[src/rtl/tpst_pkg.sv]
// shared constants, command/status structs and codes for the stencil time stepper
// no dependencies; imported by every module of the block
package tpst_pkg;

  localparam int GRID_POINTS = 1024;
  localparam int ADDR_W      = $clog2(GRID_POINTS);
  localparam int CNT_W       = ADDR_W + 1;
  localparam int DATA_W      = 32;
  localparam int COEF_W      = 32;
  localparam int FRAC_W      = 30;
  localparam int EDGE_W      = 31;
  localparam int STEPS_W     = 16;
  localparam int PROD_W      = DATA_W + COEF_W;
  localparam int ACC_W       = PROD_W + 2;
  localparam int CFG_IDX_W   = 3;

  localparam logic signed [COEF_W-1:0] COEF_CENTER_RST = 32'sh4000_0000;
  localparam logic [STEPS_W-1:0]       NUM_STEPS_RST   = 16'd1;

  typedef enum logic [CFG_IDX_W-1:0] {
    CFG_COEF_LOWER  = 3'd0,
    CFG_COEF_CENTER = 3'd1,
    CFG_COEF_UPPER  = 3'd2,
    CFG_LOW_EDGE    = 3'd3,
    CFG_NUM_STEPS   = 3'd4
  } cfg_idx_e;

  // which neighbor a multiply belongs to
  typedef enum logic [1:0] {
    PH_LOWER  = 2'd0,
    PH_CENTER = 2'd1,
    PH_UPPER  = 2'd2
  } phase_e;

  typedef struct packed {
    logic              load_wr;
    logic [ADDR_W-1:0] load_addr;
    logic              edge_wr;
    logic [ADDR_W-1:0] edge_addr;
    logic              edge_low;
    logic              mac_issue;
    logic [ADDR_W-1:0] rd_addr;
    phase_e            phase;
    logic [ADDR_W-1:0] point;
    logic              src_sel;
    logic              capture;
    logic              capture_zero;
  } tpst_cmd_t;

  typedef struct packed {
    logic pipe_busy;
  } tpst_status_t;

endpackage

[src/rtl/tpst_ctrl.sv]
// controller: load counting, grid check, step/point/phase sequencing, result strobe
// depends on tpst_pkg; commands tpst_datapath through tpst_cmd_t
module tpst_ctrl (
  input  logic                                clk_i,
  input  logic                                rst_ni,
  input  logic                                start_i,
  input  logic                                last_i,
  input  logic [tpst_pkg::STEPS_W-1:0]        num_steps_i,
  input  tpst_pkg::tpst_status_t              status_i,
  output tpst_pkg::tpst_cmd_t                 cmd_o,
  output logic                                busy_o,
  output logic                                done_o,
  output logic                                grid_error_o
);
  import tpst_pkg::*;

  typedef enum logic [2:0] {
    S_LOAD,
    S_EDGE_LO,
    S_EDGE_HI,
    S_RUN,
    S_DRAIN,
    S_OUT_RD,
    S_OUT_CAP
  } state_e;

  state_e             state_q;
  logic [CNT_W-1:0]   count_q, n_q, n_now;
  logic               ovf_q, ovf_now, stored, accept, bad_grid;
  logic [STEPS_W-1:0] steps_q;
  logic [ADDR_W-1:0]  m_q, last_m, center, high_addr;
  phase_e             phase_q, phase_nx;
  logic               src_sel_q, done_q, err_q;

  always_comb begin
    accept    = start_i & (state_q == S_LOAD);
    stored    = count_q < CNT_W'(GRID_POINTS);
    n_now     = stored ? count_q + CNT_W'(1) : count_q;
    ovf_now   = ovf_q | ~stored;
    bad_grid  = ovf_now | (n_now < CNT_W'(3)) | ~n_now[0];
    last_m    = n_q[ADDR_W-1:0] - ADDR_W'(2);
    high_addr = n_q[ADDR_W-1:0] - ADDR_W'(1);
    center    = n_q[ADDR_W:1];
    case (phase_q)
      PH_LOWER:  phase_nx = PH_CENTER;
      PH_CENTER: phase_nx = PH_UPPER;
      PH_UPPER:  phase_nx = PH_LOWER;
      default:   phase_nx = PH_LOWER;
    endcase
  end

  always_comb begin
    cmd_o              = '0;
    cmd_o.load_wr      = accept & stored;
    cmd_o.load_addr    = count_q[ADDR_W-1:0];
    cmd_o.edge_wr      = (state_q == S_EDGE_LO) | (state_q == S_EDGE_HI);
    cmd_o.edge_addr    = (state_q == S_EDGE_LO) ? '0 : high_addr;
    cmd_o.edge_low     = (state_q == S_EDGE_LO);
    cmd_o.mac_issue    = (state_q == S_RUN);
    cmd_o.rd_addr      = (state_q == S_RUN) ? m_q + ADDR_W'(phase_q) - ADDR_W'(1) : center;
    cmd_o.phase        = phase_q;
    cmd_o.point        = m_q;
    cmd_o.src_sel      = src_sel_q;
    cmd_o.capture      = (state_q == S_OUT_CAP);
    cmd_o.capture_zero = err_q;
  end

  always_ff @(posedge clk_i or negedge rst_ni) begin
    if (!rst_ni) begin
      state_q   <= S_LOAD;
      count_q   <= '0;
      ovf_q     <= 1'b0;
      n_q       <= '0;
      steps_q   <= '0;
      m_q       <= '0;
      phase_q   <= PH_LOWER;
      src_sel_q <= 1'b0;
      done_q    <= 1'b0;
      err_q     <= 1'b0;
    end else begin
      done_q <= 1'b0;
      case (state_q)
        S_LOAD: begin
          if (accept) begin
            if (last_i) begin
              count_q   <= '0;
              ovf_q     <= 1'b0;
              n_q       <= n_now;
              steps_q   <= num_steps_i;
              src_sel_q <= 1'b0;
              err_q     <= bad_grid;
              if (bad_grid) begin
                state_q <= S_OUT_CAP;
              end else if (num_steps_i == '0) begin
                state_q <= S_OUT_RD;
              end else begin
                state_q <= S_EDGE_LO;
              end
            end else begin
              count_q <= n_now;
              ovf_q   <= ovf_now;
            end
          end
        end
        S_EDGE_LO: begin
          state_q <= S_EDGE_HI;
        end
        S_EDGE_HI: begin
          m_q     <= ADDR_W'(1);
          phase_q <= PH_LOWER;
          state_q <= S_RUN;
        end
        S_RUN: begin
          phase_q <= phase_nx;
          if (phase_q == PH_UPPER) begin
            m_q <= m_q + ADDR_W'(1);
            if (m_q == last_m) begin
              state_q <= S_DRAIN;
            end
          end
        end
        S_DRAIN: begin
          if (!status_i.pipe_busy) begin
            src_sel_q <= ~src_sel_q;
            steps_q   <= steps_q - STEPS_W'(1);
            state_q   <= (steps_q == STEPS_W'(1)) ? S_OUT_RD : S_EDGE_LO;
          end
        end
        S_OUT_RD: begin
          state_q <= S_OUT_CAP;
        end
        S_OUT_CAP: begin
          done_q  <= 1'b1;
          state_q <= S_LOAD;
        end
        default: begin
          state_q <= S_LOAD;
        end
      endcase
    end
  end

  assign busy_o       = (state_q != S_LOAD);
  assign done_o       = done_q;
  assign grid_error_o = err_q;

endmodule

[config.mk]
export PLATFORM = sky130hd
export DESIGN_NAME = tpst_ctrl
export DESIGN_NICKNAME = d
export VERILOG_FILES = /design/src/rtl/tpst_pkg.sv /design/src/rtl/tpst_ctrl.sv
export SDC_FILE = /design/constraint.sdc
export NUM_CORES = 1
export LEC_CHECK = 0
export BUFFER_PORTS_ARGS = -buffer_cell sky130_fd_sc_hd__buf_2
export CORE_ASPECT_RATIO = 1.4
export CORE_MARGIN = 4
export CORE_UTILIZATION = 61
export CTS_BUF_LIST = sky130_fd_sc_hd__clkbuf_8 sky130_fd_sc_hd__clkbuf_16
export DETAILED_ROUTE_END_ITERATION = 6
export GPL_TIMING_DRIVEN = 1
export PLACE_DENSITY = 0.85
export SETUP_SLACK_MARGIN = 0.02
export SLEW_MARGIN = 20
export SYNTH_ARGS = -nofsm -noshare
export SYNTH_HDL_FRONTEND = slang
export SYNTH_SLANG_ARGS = --single-unit
export TNS_END_PERCENT = 30
[constraint.sdc]
create_clock -name clk_i -period 4.65 [get_ports clk_i]
set_clock_uncertainty 0.1 [all_clocks]
set_input_delay 0.2325 -clock clk_i [delete_from_list [all_inputs] [get_ports clk_i]]
set_output_delay 0.2325 -clock clk_i [all_outputs]
set_load 0.05 [all_outputs]
==> impl_metrics.py, run 1 <==
metrics = {
    "placed_design": {
        "place_area_sq_um": 4660,
        "portBuffers": 72,
        "dpl.hpwl_mm": 8.18,
        "gp_congestion": 0.943,
    },
    "route": {
        "first_pass_iters": 5,
        "routed_via_density": 6.04,
        "post_drt_wl_per_cell_um": 16.1,
        "route.detailed.drc": 0,
        "wl_mm": 11.3,
        "ant_nets": 0,
        "vias": 4221,
        "drt-initial-drc-count": 243,
    },
    "timing": {
        "fin_crit_sh_pct": 75.4,
        "slew_headroom_pct": 36.9,
        "worst_pin_slew_ps": 945,
        "setup_viol": 0,
        "drv_slew": 0,
        "clock.fmax_ghz": 0.285,
        "finalCriticalPeriod_ps": 3510,
        "setup_tns_ps": 0,
        "hold-worst-slack_ps": 29.7,
        "rsz0062_at_grt": "false",
        "finalHoldViolCount": 0,
    },
    "grt": {
        "grt_pass1_wl_mm": 18.3,
        "grt_pass1_vias": 3969,
        "grt_max_degree": 58,
        "gr-total-overflow": 0,
        "antenna_found_initial": 0,
        "track_usage_pct": 26.8,
    },
    "logic_synthesis": {
        "syn_nets": 600,
        "synth_edf_count": 0,
        "avgSynthCellArea_sq_um": 7.90,
        "yosysWarnings": 0,
        "synth_top_area_share_pct": 32.5,
        "ys_seq_elements": 57,
        "synthFlopType": "dfrtp_1",
        "synth-seq-area-share_pct": 32.5,
        "synth_area_sq_um": 4390,
        "async_flop_share_pct": 100,
        "synth_cell_types": 62,
        "syn_inst": 555,
        "synth_top_cell_by_area": "dfrtp_1",
        "netlist_top_cells_area": "dfrtp_1, o21ai_0, ha_1, xnor2_1, nand2_1",
    },
    "critical_path": {
        "worstPathArrival_ps": 3180,
        "r2r_cells": 6,
        "required_ps": 4320,
        "cp-end-kind": "primary output",
        "crit_type": "flip-flop to primary output",
        "r2r_end": "steps_q[10]",
        "cp-startpoint": "m_q[1]",
        "r2r_slack_ps": 1900,
        "crit_path_end": "cmd_o[24]",
        "r2r-start": "state_q[0]",
        "startpoint_type": "flip-flop",
        "path_max_fanout": 5,
    },
    "clock_network": {
        "cts_buffers": 9,
        "clock-root-buffer": "clkbuf_8",
        "ctsHtreeMaxLevel": 3,
        "cts.path.max_buffers": 2,
        "clkTransAtPathRegs_ps": 60,
        "worstSkewPairLatency_ps": 340,
        "cts_sinks": 57,
        "cts_tree": "built",
    },
    "floorplanning": {
        "start_util_pct": 62.8,
        "fp.dieW_um": 79.7,
        "num_rows": 36,
        "pin_count": 73,
        "die_h_um": 108,
        "fp.dieArea_sq_um": 8630,
        "core_sq_um": 6980,
    },
    "finish": {
        "antennaDiodeCount": 0,
        "fin_nets": 644,
        "drive_gt1_share_pct": 17.1,
        "area_growth_pct": 11.1,
        "fillers": 561,
        "design_area_sq_um": 4870,
        "utilization_pct": 69.8,
    },
    "power": {
        "ir_worst_vdd_mv": 0.441,
        "p_total_mw": 3.49,
        "power_density_nw_per_um2": 715,
        "p_leak_nw": 2.26,
    },
    "flow_run": {
        "cap_violations": 0,
    },
    "worst_hold_path": {
        "hp-class": "input port to flip-flop",
    },
    "run_status": {
        "status": "completed",
    },
}
==> flip-flops by register name (all words and copies together), names as in the netlist <==
register	flops
n_q	11
src_sel_q	1
ovf_q	1
m_q	10
grid_error_o	1
steps_q	16
phase_q	2
state_q	3
done_o	1
count_q	11
==> cells in the mapped netlist, types with 2 or more instances <==
cell and count:
xor2_1 11, or2_2 2, and2_1 6, buf_6 2
dfrtp_1 57, o22ai_1 3, clkbuf_1 21, ha_1 23
or3_1 6, o21ai_1 3, nor3_1 14, nand4b_1 2
xnor2_1 27, o21ai_0 71, a31oi_1 6, nand2_2 2
a21o_1 2, nand2b_1 8, and3_1 5, nor2b_1 8
buf_2 5, buf_1 2, nor3b_1 2, nand3_1 12
a211oi_1 2, nor2_1 50, a22oi_1 6, a21oi_1 36
inv_1 29, nand2_1 61, and4_1 4, mux2i_1 2
a32oi_1 3, nor4_1 9, buf_4 12, nand4_1 7
o41ai_1 2, o31ai_1 8
==> placed cells by master, fill, tap and decap left out, drive strengths merged, types with 11 or more instances in the layout <==
master / synthesis / routed
ha: 23 / 23
nand2: 63 / 63
o21ai: 75 / 75
dfrtp: 57 / 57
xor2: 11 / 11
a21oi: 36 / 36
buf: 21 / 74
nor2: 50 / 50
nor3: 14 / 14
clkbuf: 21 / 12
inv: 29 / 31
nand3: 13 / 13
xnor2: 27 / 27
==> per-stage QoR <==
stage / cells / worst slack (ps)
after global placement: 682 / 1640
after global routing: 699 / 898
after CTS: 699 / 1140
final: 699 / 1140
after detailed placement: 682 / 1530
after floorplan: 555 / 796
==> worst min path at each step <==
| stage | end | depth (start not counted) | from | slack (ps) |
|---|---|---|---|---|
| CTS | state_q[2] | 3 | status_i | 20 |
| detailed placement | phase_q[0] | 2 | rst_ni | 320 |
| floorplan | count_q[0] | 0 | rst_ni | -160 |
| global placement | done_o | 2 | rst_ni | 320 |
| finish | state_q[2] | 3 | status_i | 30 |
| global route | state_q[2] | 3 | status_i | 50 |
==> cells by family (layout without fill, tap and decap cells) <==
logic type,Yosys count,count (layout),synth area share [%]
simple gates,207,207,23.7
compound gates,155,155,20.9
buf+inv,71,120,7.59
flops,57,57,32.5
xor+xnor,38,38,7.59
fa+ha+maj,24,24,7.02
mux,3,3,0.713
==> power by group <==
part	total, mW	internal [mW]	switching (mW)
sequential	0.815	0.626	0.188
combinational	2.19	0.659	1.53
clock	0.487	0.287	0.200
total	3.49	1.57	1.91
==> worst max-delay path, stage by stage (launching register included) <==
cell,delay (ps)
dfrtp_1,410
inv_1,90
ha_1,290
inv_1,60
ha_1,160
inv_1,60
fa_1,410
nor2b_1,140
o21ai_0,120
a21oi_1,240
o21ai_0,130
a21oi_1,190
xnor2_1,90
o21ai_0,150
buf_2,300
==> timing repair <==
item,in CTS,in global routing
setup buffers,0,0
gates resized for setup,0,0
hold buffers,1,0
hold endpoints to repair,57,0
==> cell type report <==
type                    instances  area, sq um  area share (%)
clock buffers                  12          165            3.39
flip-flops and latches         57         1430            29.3
inverters                      29          109            2.23
repair buffers                 75          385            7.91
multi-input cells             427         2630            53.9
clock inverters                 4         42.5           0.873
well taps                      95          119            2.44
==> metal layers <==
metal | global-route usage (%) | vias up | wire [um]
li1 | - | 2020 | -
met1 | 31.1 | 2002 | 4580
met2 | 47.4 | 176 | 5640
met3 | 4.83 | 23 | 715
met4 | 12.0 | 0 | 318
met5 | 0 | - | 0
No activity file was read; power rests on OpenSTA's default activity.
==> inputs of run 2 (changes only) <==
Settings changed: ABC_AREA set to 1, CORE_UTILIZATION 61 to 52, PLACE_DENSITY 0.85 to 0.78.
Clock period 4.65 ns to 3.1 ns, I/O delays scaled along.
==> impl_metrics.py, run 2 <==
metrics = {
    "run_status": {
        "status": "completed",
    },
    "grt": {
        "grt_pass1_wl_mm": 19.5,
        "gr-total-overflow": 0,
        "antenna_found_initial": 0,
        "grt_pass1_vias": 4171,
        "grt_max_degree": 38,
        "track_usage_pct": 24.7,
    },
    "timing": {
        "finalCriticalPeriod_ps": 2980,
        "hold-worst-slack_ps": 16.7,
        "finalHoldViolCount": 0,
        "setup_viol": 0,
        "fin_crit_sh_pct": 96.0,
        "worst_pin_slew_ps": 581,
        "clock.fmax_ghz": 0.336,
        "drv_slew": 0,
        "slew_headroom_pct": 61.3,
    },
    "logic_synthesis": {
        "ys_seq_elements": 57,
        "syn_nets": 671,
        "synth.most_common_cell": "nand2_1",
        "synth_cell_types": 40,
        "synth-xor-area-share_pct": 3.81,
        "synthMuxAreaShare_pct": 0,
        "synth_common_cells": "nand2_1, inv_1, dfrtp_1, nor2_1, o21ai_0",
        "syn_inst": 626,
        "synth_top_family_by_area": "simple AND/OR/NAND/NOR gates",
        "synth_simple_gate_area_share_pct": 29.6,
        "synthAdderAreaFrac_pct": 7.05,
        "yosysWarnings": 0,
        "async_flop_share_pct": 100,
        "avgSynthCellArea_sq_um": 6.97,
        "synth_top_area_share_pct": 32.7,
        "synth-seq-area-share_pct": 32.7,
        "synth_edf_count": 0,
        "synth_area_sq_um": 4370,
        "synthFlopType": "dfrtp_1",
        "synth_top_cell_by_area": "dfrtp_1",
        "synth_compound_area_share_pct": 15.6,
        "netlist_top_cells_area": "dfrtp_1, nand2_1, inv_1, ha_1, o21ai_0",
    },
    "clock_network": {
        "cts_buffers": 9,
        "worstSkewPairLatency_ps": 330,
        "ctsHtreeMaxLevel": 3,
        "cts_sinks": 57,
        "clkTransAtPathRegs_ps": 50,
        "clock-root-buffer": "clkbuf_16",
        "cts_tree": "built",
        "cts.path.max_buffers": 2,
    },
    "critical_path": {
        "startpoint_type": "flip-flop",
        "cp-end-kind": "primary output",
        "required_ps": 2840,
        "crit_type": "flip-flop to primary output",
        "worstPathArrival_ps": 2720,
        "path_max_fanout": 3,
    },
    "finish": {
        "antennaDiodeCount": 0,
        "fin_nets": 743,
        "final_common_cell": "nand2_1",
        "drive_gt1_share_pct": 20.5,
        "largest_reg_flops": 16,
        "reg_top3": "steps_q: 16 flops, count_q: 11 flops, n_q: 11 flops",
        "layout_common_cells": "nand2_1, inv_1, buf_2",
        "top_register": "steps_q",
        "area_growth_pct": 17.0,
    },
    "route": {
        "wl_mm": 11.8,
        "ant_nets": 0,
        "post_drt_wl_per_cell_um": 14.7,
        "drt-initial-drc-count": 225,
        "first_pass_iters": 5,
        "met3_length_um": 674,
        "wl_met1_mm": 4.76,
        "top_layer_used": "met4",
        "route.detailed.drc": 0,
        "routed_via_density": 5.42,
        "vias": 4356,
        "met2_wirelength_mm": 6.05,
    },
    "floorplanning": {
        "fp.dieArea_sq_um": 9950,
        "fp.dieW_um": 85.4,
        "num_rows": 39,
        "pin_count": 73,
        "die_h_um": 116,
        "core_sq_um": 8200,
        "start_util_pct": 53.3,
    },
    "worst_hold_path": {
        "hp-class": "input port to flip-flop",
    },
    "flow_run": {
        "cap_violations": 0,
    },
    "placed_design": {
        "portBuffers": 72,
        "gp_congestion": 0.953,
        "dpl.hpwl_mm": 8.78,
    },
}
[run 2: cell count changes after synthesis, moves of 16 or more]
| cell | change |
|---|---|
| clkbuf_1 | -16 |
| inv_1 | +49 |
| nand2_1 | +89 |
| nand3_1 | +21 |
| o21ai_0 | -19 |
| o21ai_1 | +17 |
| xnor2_1 | -21 |
[run 2: kinds of logic after synthesis]
family                     Yosys count
DFF                                 57
and+or+nand+nor                    289
xor gates and xnor gates            19
adders and majority gates           24
buffers and inverters              114
AOI/OAI and AO/OA                  123
[run 2: layout make-up]
class,instances,area [sq um]
multi-input combinational,455,2450
timing repair buffer,83,454
clock buffer,11,253
inverter,92,347
clock inverter,4,43.8
sequential,57,1430
tap,102,128
fill,748,3090
[run 2: worst paths after layout]
kind,slack (ps),endpoint,start,depth (start not counted)
max,120,cmd_o[24],m_q[1],13
min,20,steps_q[1],num_steps_i[1],3
max reg2reg,880,steps_q[6],state_q[1],9
min reg2reg,380,src_sel_q,src_sel_q,1
max in group asynchronous,1750,m_q[0],rst_ni,3
min in group asynchronous,250,m_q[2],rst_ni,2
[run 2: repair_timing]
| action | CTS | global route |
|---|---|---|
| endpoints found under the setup margin | 2 | 2 |
| endpoints found under the hold margin | 21 | 0 |
| pin swaps | 1 | 3 |
| setup buffers | 1 | 4 |
| hold buffers | 2 | 0 |
| resized for setup | 2 | 8 |
[run 2: worst max-delay path: stages, from the launching register on]
cell and delay, ps:
dfrtp_1 370, inv_2 70, ha_1 290, inv_1 60, ha_2 160, inv_1 60
fa_2 370, o211ai_1 190, buf_4 160, nand4_1 80, o211ai_1 110, xnor2_1 100
o21ai_2 100, buf_2 270
[run 2: per-layer routing]
layer | GRT usage, % | vias up
met5 | 0 | -
met4 | 10.8 | 0
met3 | 4.73 | 19
met2 | 42.7 | 141
met1 | 29.8 | 2017
li1 | - | 2179
[run 2: metrics by stage]
stage	util, %	std cells	TNS [ps]	area, sq um	setup slack (ps)
6_report	62.3	804	0	5110	123
5_1_grt	62.3	804	-55.9	5110	-34.6
4_1_cts	61.8	800	0	5070	62.6
3_5_place_dp	57.8	782	0	4740	234
3_3_place_gp	57.8	782	0	4740	358
2_1_floorplan	-	626	-472	4370	-144
Power of run 2 is not shown: default switching activity piles up to over one toggle a cycle in this logic, so the estimate is an artifact.
